[src/sv/bsl_pkg.sv]
// Shared constants, operation codes and controller/datapath types for the sequential list.
`default_nettype none

package bsl_pkg;

  // Storage geometry
  localparam int DEPTH  = 64;
  localparam int IDX_W  = $clog2(DEPTH);
  localparam int CNT_W  = $clog2(DEPTH + 1);

  // Transaction field widths
  localparam int KIND_W  = 3;
  localparam int DATA_W  = 32;
  localparam int POS_W   = 6;
  localparam int COUNT_W = 7;
  localparam int CAP_W   = 7;

  // Capacity after reset
  localparam logic [CAP_W-1:0] CAP_RESET = CAP_W'(64);

  // Operation codes
  typedef logic [KIND_W-1:0] kind_t;
  localparam kind_t KIND_SEARCH = 3'd0;
  localparam kind_t KIND_REMOVE = 3'd1;
  localparam kind_t KIND_TAIL   = 3'd2;
  localparam kind_t KIND_HEAD   = 3'd3;
  localparam kind_t KIND_SORTED = 3'd4;
  localparam kind_t KIND_SORT   = 3'd5;

  // Controller to datapath commands
  typedef struct packed {
    logic load;   // latch a new transaction and set up the first pass
    logic read;   // fetch the entry at the scan index
    logic exec;   // process the fetched entry, advance the index
    logic wrap;   // end of a pass: final write, count update, result
  } cmd_t;

  // Datapath to controller status
  typedef struct packed {
    logic pass_end;  // scan has nothing more to visit
    logic again;     // sort pass swapped something, another pass follows
  } status_t;

endpackage

`default_nettype wire

[src/sv/bsl_if.sv]
// Valid/ready channel interfaces for list requests and list responses.
`default_nettype none

interface bsl_req_if;
  logic                              valid;
  logic                              ready;
  logic [bsl_pkg::KIND_W-1:0]        kind;
  logic signed [bsl_pkg::DATA_W-1:0] value;

  modport source (output valid, output kind, output value, input ready);
  modport sink   (input valid, input kind, input value, output ready);
endinterface

interface bsl_rsp_if;
  logic                        valid;
  logic                        ready;
  logic                        success;
  logic [bsl_pkg::POS_W-1:0]   position;
  logic [bsl_pkg::COUNT_W-1:0] count;

  modport source (output valid, output success, output position, output count, input ready);
  modport sink   (input valid, input success, input position, input count, output ready);
endinterface

`default_nettype wire

[src/sv/bsl_datapath.sv]
// List datapath: entry memory, scan index, carry register, count and result registers.
`default_nettype none

module bsl_datapath (
  input  wire                               clk_i,
  input  wire                               rst_ni,
  input  wire bsl_pkg::cmd_t                cmd_i,
  output bsl_pkg::status_t                  status_o,
  input  wire [bsl_pkg::KIND_W-1:0]         kind_i,
  input  wire signed [bsl_pkg::DATA_W-1:0]  value_i,
  input  wire                               cfg_we_i,
  input  wire [bsl_pkg::CAP_W-1:0]          cfg_wdata_i,
  output logic                              success_o,
  output logic [bsl_pkg::POS_W-1:0]         position_o,
  output logic [bsl_pkg::COUNT_W-1:0]       count_o
);

  localparam int IDX_W = bsl_pkg::IDX_W;
  localparam int CNT_W = bsl_pkg::CNT_W;
  localparam int DW    = bsl_pkg::DATA_W;
  localparam int CAP_W = bsl_pkg::CAP_W;

  // Entry store
  logic [DW-1:0] mem [bsl_pkg::DEPTH];
  logic [DW-1:0] rdata_q;

  logic [CNT_W-1:0]     count_q, count_d;
  logic [CAP_W-1:0]     cap_q;
  bsl_pkg::kind_t       kind_q;
  logic signed [DW-1:0] value_q;
  logic [CNT_W-1:0]     idx_q, idx_d;
  logic [DW-1:0]        carry_q, carry_d;
  logic                 flag_q, flag_d;
  logic                 skip_q;
  logic [IDX_W-1:0]     pos_q, pos_d;
  logic                 success_q, success_d;
  logic [IDX_W-1:0]     position_q, position_d;

  logic                 we;
  logic [IDX_W-1:0]     waddr;
  logic [DW-1:0]        wdata;
  logic                 full;
  logic                 is_insert_in;
  logic                 place;
  logic [IDX_W-1:0]     idx_lo;
  logic [IDX_W-1:0]     idx_m1;
  logic [IDX_W-1:0]     cnt_lo;
  logic [IDX_W-1:0]     cnt_m1;

  assign idx_lo = idx_q[IDX_W-1:0];
  assign idx_m1 = idx_lo - IDX_W'(1);
  assign cnt_lo = count_q[IDX_W-1:0];
  assign cnt_m1 = cnt_lo - IDX_W'(1);

  // List is full at the smaller of capacity and storage depth
  assign full = (count_q >= CNT_W'(bsl_pkg::DEPTH)) ||
                ({{CAP_W{1'b0}}, count_q} >= {{CNT_W{1'b0}}, cap_q});

  assign is_insert_in = (kind_i == bsl_pkg::KIND_TAIL) || (kind_i == bsl_pkg::KIND_HEAD) ||
                        (kind_i == bsl_pkg::KIND_SORTED);

  // Insert point: head always, sorted before the first larger entry
  assign place = (kind_q == bsl_pkg::KIND_HEAD) ||
                 ((kind_q == bsl_pkg::KIND_SORTED) && ($signed(rdata_q) > value_q));

  // Status back to the controller
  assign status_o.pass_end = skip_q || (idx_q == count_q) ||
                             ((kind_q == bsl_pkg::KIND_SEARCH) && flag_q);
  assign status_o.again    = (kind_q == bsl_pkg::KIND_SORT) && !skip_q && flag_q;

  // Per-step datapath behavior
  always_comb begin
    we         = 1'b0;
    waddr      = idx_lo;
    wdata      = carry_q;
    count_d    = count_q;
    idx_d      = idx_q;
    carry_d    = carry_q;
    flag_d     = flag_q;
    pos_d      = pos_q;
    success_d  = success_q;
    position_d = position_q;

    if (cmd_i.exec) begin
      idx_d = idx_q + CNT_W'(1);
      case (kind_q)
        bsl_pkg::KIND_SEARCH: begin
          if (rdata_q == value_q) begin
            flag_d = 1'b1;
            pos_d  = idx_lo;
          end
        end
        bsl_pkg::KIND_REMOVE: begin
          // after the match every entry moves down by one
          if (flag_q) begin
            we    = 1'b1;
            waddr = idx_m1;
            wdata = rdata_q;
          end else if (rdata_q == value_q) begin
            flag_d = 1'b1;
          end
        end
        bsl_pkg::KIND_TAIL, bsl_pkg::KIND_HEAD, bsl_pkg::KIND_SORTED: begin
          // from the insert point on, each slot takes the carried value
          if (flag_q || place) begin
            we      = 1'b1;
            waddr   = idx_lo;
            wdata   = carry_q;
            carry_d = rdata_q;
            flag_d  = 1'b1;
          end
        end
        bsl_pkg::KIND_SORT: begin
          // bubble pass: carry the largest value seen so far upward
          if (idx_q == '0) begin
            carry_d = rdata_q;
          end else if ($signed(carry_q) > $signed(rdata_q)) begin
            we     = 1'b1;
            waddr  = idx_m1;
            wdata  = rdata_q;
            flag_d = 1'b1;
          end else begin
            we      = 1'b1;
            waddr   = idx_m1;
            wdata   = carry_q;
            carry_d = rdata_q;
          end
        end
        default: begin
        end
      endcase
    end

    if (cmd_i.wrap) begin
      position_d = '0;
      success_d  = 1'b0;
      if (skip_q) begin
        success_d = (kind_q == bsl_pkg::KIND_SORT);
      end else begin
        case (kind_q)
          bsl_pkg::KIND_SEARCH: begin
            success_d  = flag_q;
            position_d = flag_q ? pos_q : '0;
          end
          bsl_pkg::KIND_REMOVE: begin
            success_d = flag_q;
            if (flag_q) begin
              count_d = count_q - CNT_W'(1);
            end
          end
          bsl_pkg::KIND_TAIL, bsl_pkg::KIND_HEAD, bsl_pkg::KIND_SORTED: begin
            we        = 1'b1;
            waddr     = cnt_lo;
            wdata     = carry_q;
            count_d   = count_q + CNT_W'(1);
            success_d = 1'b1;
          end
          bsl_pkg::KIND_SORT: begin
            we    = 1'b1;
            waddr = cnt_m1;
            wdata = carry_q;
            if (flag_q) begin
              // another pass; result registers keep their value
              idx_d      = '0;
              flag_d     = 1'b0;
              success_d  = success_q;
              position_d = position_q;
            end else begin
              success_d = 1'b1;
            end
          end
          default: begin
          end
        endcase
      end
    end
  end

  // Memory write port and registered read port
  always_ff @(posedge clk_i) begin
    if (we) begin
      mem[waddr] <= wdata;
    end
    if (cmd_i.read) begin
      rdata_q <= mem[idx_lo];
    end
  end

  // Transaction operands and scan state
  always_ff @(posedge clk_i) begin
    if (cmd_i.load) begin
      kind_q  <= kind_i;
      value_q <= value_i;
      carry_q <= value_i;
      flag_q  <= 1'b0;
      pos_q   <= '0;
      idx_q   <= (kind_i == bsl_pkg::KIND_TAIL) ? count_q : '0;
    end else begin
      carry_q <= carry_d;
      flag_q  <= flag_d;
      pos_q   <= pos_d;
      idx_q   <= idx_d;
    end
    success_q  <= success_d;
    position_q <= position_d;
  end

  // Control state: count, capacity, skip
  always_ff @(posedge clk_i or negedge rst_ni) begin
    if (!rst_ni) begin
      count_q <= '0;
      cap_q   <= bsl_pkg::CAP_RESET;
      skip_q  <= 1'b0;
    end else begin
      count_q <= count_d;
      if (cfg_we_i) begin
        cap_q <= cfg_wdata_i;
      end
      if (cmd_i.load) begin
        // refused insert, trivial sort or unused code: no scan at all
        skip_q <= (is_insert_in && full) ||
                  ((kind_i == bsl_pkg::KIND_SORT) && (count_q < CNT_W'(2))) ||
                  (kind_i > bsl_pkg::KIND_SORT);
      end
    end
  end

  assign success_o  = success_q;
  assign position_o = bsl_pkg::POS_W'(position_q);
  assign count_o    = bsl_pkg::COUNT_W'(count_q);

endmodule

`default_nettype wire

[src/sv/bsl_ctrl.sv]
// List controller: sequences scan passes and owns the response valid flag.
`default_nettype none

module bsl_ctrl (
  input  wire                     clk_i,
  input  wire                     rst_ni,
  input  wire                     in_valid_i,
  output logic                    in_ready_o,
  output logic                    out_valid_o,
  input  wire                     out_ready_i,
  input  wire bsl_pkg::status_t   status_i,
  output bsl_pkg::cmd_t           cmd_o
);

  typedef enum logic [1:0] {
    ST_IDLE,
    ST_SCAN,
    ST_EXEC
  } state_e;

  state_e state_q;
  logic   out_valid_q;
  logic   out_free;
  logic   finish;

  assign out_free   = !out_valid_q || out_ready_i;
  assign in_ready_o = (state_q == ST_IDLE);
  assign out_valid_o = out_valid_q;

  // Command decode
  always_comb begin
    cmd_o  = '0;
    finish = 1'b0;
    case (state_q)
      ST_IDLE: begin
        cmd_o.load = in_valid_i;
      end
      ST_SCAN: begin
        if (status_i.pass_end) begin
          if (status_i.again) begin
            cmd_o.wrap = 1'b1;
          end else if (out_free) begin
            cmd_o.wrap = 1'b1;
            finish     = 1'b1;
          end
        end else begin
          cmd_o.read = 1'b1;
        end
      end
      ST_EXEC: begin
        cmd_o.exec = 1'b1;
      end
      default: begin
      end
    endcase
  end

  // State and response valid
  always_ff @(posedge clk_i or negedge rst_ni) begin
    if (!rst_ni) begin
      state_q     <= ST_IDLE;
      out_valid_q <= 1'b0;
    end else begin
      if (finish) begin
        out_valid_q <= 1'b1;
      end else if (out_valid_q && out_ready_i) begin
        out_valid_q <= 1'b0;
      end
      case (state_q)
        ST_IDLE: begin
          if (in_valid_i) begin
            state_q <= ST_SCAN;
          end
        end
        ST_SCAN: begin
          if (finish) begin
            state_q <= ST_IDLE;
          end else if (!status_i.pass_end) begin
            state_q <= ST_EXEC;
          end
        end
        ST_EXEC: begin
          state_q <= ST_SCAN;
        end
        default: begin
          state_q <= ST_IDLE;
        end
      endcase
    end
  end

endmodule

`default_nettype wire

[src/sv/bounded_sequential_list_top.sv]
// Top level of the bounded sequential list: controller, datapath and channel hookup.
//
// Usage:
//   req_i carries one transaction per operation: kind (search, remove, insert
//   tail, insert head, insert sorted, sort) and a signed 32-bit value.
//   rsp_o returns exactly one transaction per request: success, position of
//   the first match (search only) and the entry count after the operation.
//   cfg_we_i/cfg_wdata_i write the capacity limit; write only while idle.
// Timing:
//   One request is worked on at a time. The memory, with one write port
//   and one registered read port, is walked one entry at a time (read,
//   then process/write-back). Search, remove, insert head/sorted scan the
//   stored entries; search ends at the first match. Insert tail and
//   refused inserts scan no entries. Sort runs bubble passes until one
//   pass makes no swap.
// Reset: count clears to zero, capacity returns to 64, no response pending.
//   Entry storage is not cleared; only written entries are ever read.
// Back-pressure: a finished response waits in the output register; the
//   next request is still taken and scanned, and stalls only at its end.
`default_nettype none

module bounded_sequential_list_top (
  input  wire                        clk_i,
  input  wire                        rst_ni,
  bsl_req_if.sink                    req_i,
  bsl_rsp_if.source                  rsp_o,
  input  wire                        cfg_we_i,
  input  wire [bsl_pkg::CAP_W-1:0]   cfg_wdata_i
);

  bsl_pkg::cmd_t    cmd;
  bsl_pkg::status_t status;

  // Sequencer
  bsl_ctrl u_ctrl (
    .clk_i       (clk_i),
    .rst_ni      (rst_ni),
    .in_valid_i  (req_i.valid),
    .in_ready_o  (req_i.ready),
    .out_valid_o (rsp_o.valid),
    .out_ready_i (rsp_o.ready),
    .status_i    (status),
    .cmd_o       (cmd)
  );

  // Storage and operation logic
  bsl_datapath u_datapath (
    .clk_i       (clk_i),
    .rst_ni      (rst_ni),
    .cmd_i       (cmd),
    .status_o    (status),
    .kind_i      (req_i.kind),
    .value_i     (req_i.value),
    .cfg_we_i    (cfg_we_i),
    .cfg_wdata_i (cfg_wdata_i),
    .success_o   (rsp_o.success),
    .position_o  (rsp_o.position),
    .count_o     (rsp_o.count)
  );

endmodule

`default_nettype wire
[src/flat_wrapper.sv]
// flat-port wrapper written by rule: the top's interface ports become plain ports
module bounded_sequential_list_top_flat 
  (clk_i, rst_ni, cfg_we_i, cfg_wdata_i, req_i_valid, req_i_kind, req_i_value, req_i_ready, rsp_o_valid, rsp_o_success, rsp_o_position, rsp_o_count, rsp_o_ready);
  bsl_req_if req_i_i ();
  bsl_rsp_if rsp_o_i ();
  input  wire clk_i;
  input  wire rst_ni;
  input  wire cfg_we_i;
  input  wire [bsl_pkg::CAP_W-1:0] cfg_wdata_i;
  input wire logic [$bits(req_i_i.valid)-1:0] req_i_valid;
  input wire logic [$bits(req_i_i.kind)-1:0] req_i_kind;
  input wire logic [$bits(req_i_i.value)-1:0] req_i_value;
  output wire logic [$bits(req_i_i.ready)-1:0] req_i_ready;
  output wire logic [$bits(rsp_o_i.valid)-1:0] rsp_o_valid;
  output wire logic [$bits(rsp_o_i.success)-1:0] rsp_o_success;
  output wire logic [$bits(rsp_o_i.position)-1:0] rsp_o_position;
  output wire logic [$bits(rsp_o_i.count)-1:0] rsp_o_count;
  input wire logic [$bits(rsp_o_i.ready)-1:0] rsp_o_ready;
  assign req_i_i.valid = req_i_valid;
  assign req_i_i.kind = req_i_kind;
  assign req_i_i.value = req_i_value;
  assign req_i_ready = req_i_i.ready;
  assign rsp_o_valid = rsp_o_i.valid;
  assign rsp_o_success = rsp_o_i.success;
  assign rsp_o_position = rsp_o_i.position;
  assign rsp_o_count = rsp_o_i.count;
  assign rsp_o_i.ready = rsp_o_ready;
  bounded_sequential_list_top u_core (.clk_i(clk_i), .rst_ni(rst_ni), .req_i(req_i_i), .rsp_o(rsp_o_i), .cfg_we_i(cfg_we_i), .cfg_wdata_i(cfg_wdata_i));
endmodule
[config.mk]
export PLATFORM = sky130hd
export DESIGN_NAME = bounded_sequential_list_top_flat
export DESIGN_NICKNAME = d
export VERILOG_FILES = /design/src/sv/bsl_pkg.sv /design/src/sv/bsl_if.sv /design/src/sv/bsl_datapath.sv /design/src/sv/bsl_ctrl.sv /design/src/sv/bounded_sequential_list_top.sv /design/src/flat_wrapper.sv
export SDC_FILE = /design/constraint.sdc
export NUM_CORES = 2
export LEC_CHECK = 0
export BUFFER_PORTS_ARGS = -buffer_cell sky130_fd_sc_hd__buf_2
export CORE_MARGIN = 10
export CORE_UTILIZATION = 50
export DETAILED_ROUTE_END_ITERATION = 10
export HOLD_SLACK_MARGIN = 0.12
export PLACE_DENSITY = 0.65
export SYNTH_ARGS = -nofsm -noshare
export SYNTH_HDL_FRONTEND = slang
export SYNTH_SLANG_ARGS = --single-unit
[constraint.sdc]
create_clock -name clk_i -period 8.5 [get_ports clk_i]
set_clock_uncertainty 0.1 [all_clocks]
set_input_delay 0.425 -clock clk_i [delete_from_list [all_inputs] [get_ports clk_i]]
set_output_delay 0.425 -clock clk_i [all_outputs]
set_load 0.05 [all_outputs]
==> results by group <==
Status
  – Outcome: finished clean

Power
  – Clock network fraction of total power: 29.9%
  – Pwr Total: 29.9 mW
  – PwrDens: 310 nW/um^2
  – Sequential share of power: 46.6%
  – Lkg Pwr: 29.8 nW
  – Int Power: 21.3 mW
  – Net switching power: 8.68 mW
  – Sw frac: 29.0%
  – VDD IR max: 0.000260 V
  – Gate power share: 23.5%

STA
  – Hold slack final: 0.256 ns
  – Unrepaired setup endpoints after global routing: false
  – Worst-Margin Slew: 1.34 ns
  – Worst setup margin: 2.81 ns
  – TNS Setup: 0 ns
  – Final Max Tran Viols: 0
  – Final Hold Fails: 0
  – Worst slew margin: 10.9%
  – Max Freq: 176 MHz
  – Setup violators final: 0
  – Crit share post-route: 66.9%
  – Fin crit period: 5.69 ns

Logic synthesis
  – Synthesized instance count: 3753
  – Async set-reset flop share out of synthesis: 0.823%
  – Seq/Total Area, Yosys: 76.2%
  – Dominant cells by area after synthesis: edfxtp_1, mux4_2, ha_1
  – Post-synth EDFFs: 2154
  – Syn Area/Cell: 22.9 um^2
  – Yosys top cell area share: 75.3%
  – Post-synthesis register bit count: 2186
  – Top_reg_cell synth: edfxtp_1
  – Syn. warnings: 0
  – Syn_nets: 3886
  – Post-Syn Area: 85900 um^2
  – Netlist cell types: 69
  – Yosys top cell by area: edfxtp_1

Floorplanning
  – Die ar.: 189000 um^2
  – Num rows: 152
  – Die Height: 434 um
  – IO Pins: 63
  – Die Width: 434 um
  – Initial Util: 50.2%
  – Core area: 171000 um^2

Route
  – Vias per inst: 6.35
  – Drt drc: 0
  – DRT antenna net count: 0
  – DRT Pass-1 Iters: 5
  – WL per Instance: 33.2 um
  – Routed vias: 40800
  – Starting DRT DRC Count: 5115
  – Final wirelength: 213000 um

Global routing
  – Vias in the first global route: 40800
  – Initial antenna violation count: 23
  – Total track usage: 22.8%
  – Grt ovf: 0
  – Global-route wire length before repair: 306000 um
  – Largest net degree at the start of global routing: 139

Clock tree
  – CTS root buf: clkbuf_16
  – Total CTS buffers: 207
  – # H-tree levels: 4
  – Clk slew on worst S/H paths: 0.06 ns
  – Clock latency on the worst-skew pair: 0.85 ns
  – Clk buf depth: 3
  – Clock tree from TritonCTS: yes
  – CTS Sinks: 2186

Finish
  – Layout cells sized above 1: 30.0%
  – Area growth syn-to-layout: 12.7%
  – Fillers: 12400
  – Fin area: 96700 um^2
  – Nets: 4143

Setup path
  – Critical path class: reg2reg
  – Top cell family by delay on the critical path: simple AND/OR/NAND/NOR gates
  – CP cell instances: ha_1 > nand4_1 > nor3_1 > a21boi_0 > o31ai_1 > o2111a_1 > xnor2_1 > o41a_2 > nor3_2 > buf_4
  – Largest stage delay, worst path: 1.14 ns
  – CP arrival: 6.08 ns
  – Slowest cell on crit path: nor3_2
  – CP Max Fanout: 32
  – CP Buf/Inv Count: 1
  – Req. time, crit path: 8.90 ns
  – Setup crit start kind: register
  – CP Capture Type: register

Placed design
  – Port Buffers: 62
  – Post-DP Area: 89600 um^2
  – Gpl congestion: 0.875
  – Dpl hpwl: 116000 um
  – Post-place setup slack: 2.88 ns

Min path
  – HP Class: in2reg

Run
  – Max cap viols: 0
## sequential cells by signal, summed over array words and instances, names as in the netlist
signal                        flops
u_core.u_datapath.mem          2048
u_core.u_datapath.carry_q        32
u_core.u_datapath.rdata_q        32
u_core.u_datapath.value_q        32
u_core.u_datapath.cap_q           7
u_core.u_datapath.count_o         7
u_core.u_datapath.idx_q           7
u_core.u_datapath.pos_q           6
u_core.u_datapath.position_o      6
u_core.u_datapath.kind_q          3
u_core.u_ctrl.state_q             2
u_core.u_ctrl.out_valid_o         1
u_core.u_datapath.flag_q          1
u_core.u_datapath.skip_q          1
u_core.u_datapath.success_o       1
## path summary, 6_finish.rpt
check | slack [ns] | cells after the start | to | start
setup / recovery | 2.81 | 10 | u_core.u_datapath.mem[35][2]$_DFFE_PP_ | u_core.u_datapath.rdata_q[15]$_DFFE_PP_
max in group asynchronous | 6.44 | 4 | u_core.u_ctrl.state_q[1]$_DFFE_PN0P_ | rst_ni
hold reg to reg | 0.39 | 2 | u_core.u_datapath.pos_q[1]$_SDFFE_PP0P_ | u_core.u_datapath.pos_q[1]$_SDFFE_PP0P_
min in group asynchronous | 0.55 | 3 | u_core.u_datapath.cap_q[6]$_DFFE_PN1P_ | rst_ni
hold / removal | 0.26 | 2 | u_core.u_datapath.value_q[19]$_DFFE_PP_ | req_i_value[19]
setup reg to reg | 2.81 | 10 | u_core.u_datapath.mem[35][2]$_DFFE_PP_ | u_core.u_datapath.rdata_q[15]$_DFFE_PP_
## cells by family (layout without fill, tap and decap cells)
logic type | Yosys count | count (layout) | synth area share [%]
other cells | 0 | 7 | 0
xor+xnor | 27 | 27 | 0.275
fa+ha+maj | 86 | 86 | 1.26
simple gates | 298 | 298 | 1.73
flops | 2186 | 2186 | 76.2
buf+inv | 278 | 708 | 1.23
mux | 718 | 718 | 18.2
compound gates | 160 | 160 | 1.14
## synth_stat cells, types with 7 or more instances
master and instances:
nor2b_1 7, nand4_1 16, nand2b_1 9, dfxtp_1 14
edfxtp_1 2154, clkbuf_1 101, nor3_1 71, ha_1 85
o21ai_0 68, dfrtp_1 17, buf_1 78, nand2_1 83
nor2_1 55, xnor2_1 16, mux2_2 36, inv_1 86
a21oi_1 42, buf_2 13, mux2i_1 12, nand3_1 15
xor2_1 11, mux4_2 668, and2_1 7
## metrics by stage
stage	util [%]	cells
final	56.5	6423
after global routing	56.5	6418
after CTS	56.5	6416
after detailed placement	52.3	5974
after global placement	52.3	5974
after floorplan	-	3753
## layer usage
metal  share of wire, %  vias up  wire, um  GRT usage (%)
li1                   -    16400         -              -
met1                 41    22000     87000           33.1
met2                 48     1966    102000           35.7
met3                8.8      320     18800           4.51
met4                2.6       14      5440           6.31
met5              0.043        -        92              0
## layout make-up
type	instances	area, um^2	share of cell area (%)
flip-flops and latches	2186	65400	67.6
multi-input cells	1289	19800	20.4
clock buffers	258	5500	5.68
well taps	2233	2790	2.89
repair buffers	240	1870	1.93
clock inverters	124	1040	1.07
inverters	86	323	0.334
diodes	7	17.5	0.0181
## what timing repair did
item                      in CTS  in global routing
hold endpoints to repair     108                  0
setup buffers                  0                  0
hold buffers                  60                  0
gates resized for setup        0                  0
## layout by cell type, fill, tap and decap left out, types with 7 or more instances in the layout
cell type and count:
ha_1 85, o21ai_0 68, dlygate4sd3_1 60, nor2_1 49
buf_4 112, bufinv_16 15, clkinv_1 59, xnor2_1 16
nor3_1 12, mux2i_1 11, a21oi_1 42, mux2_2 36
nand2b_1 9, clkinv_2 33, clkbuf_1 44, nor3_2 59
dfxtp_1 8, mux4_2 668, inv_1 86, buf_2 62
nand4_1 16, diode_2 7, nand3_1 15, xor2_1 11
nand2_1 83, dfrtp_1 17, edfxtp_1 2154, nor2b_1 7
clkbuf_16 212
## power by group through the flow
stage,combinational (mW),sequential [mW],clock [mW]
2_1_floorplan,4.55,14.0,0
3_3_place_gp,6.90,14.2,0
3_5_place_dp,7.02,14.2,0
4_1_cts,7.06,13.9,9.08
5_1_grt,7.53,14.0,9.50
6_report,7.05,13.9,8.94
Power figures use the tool's default switching activity.
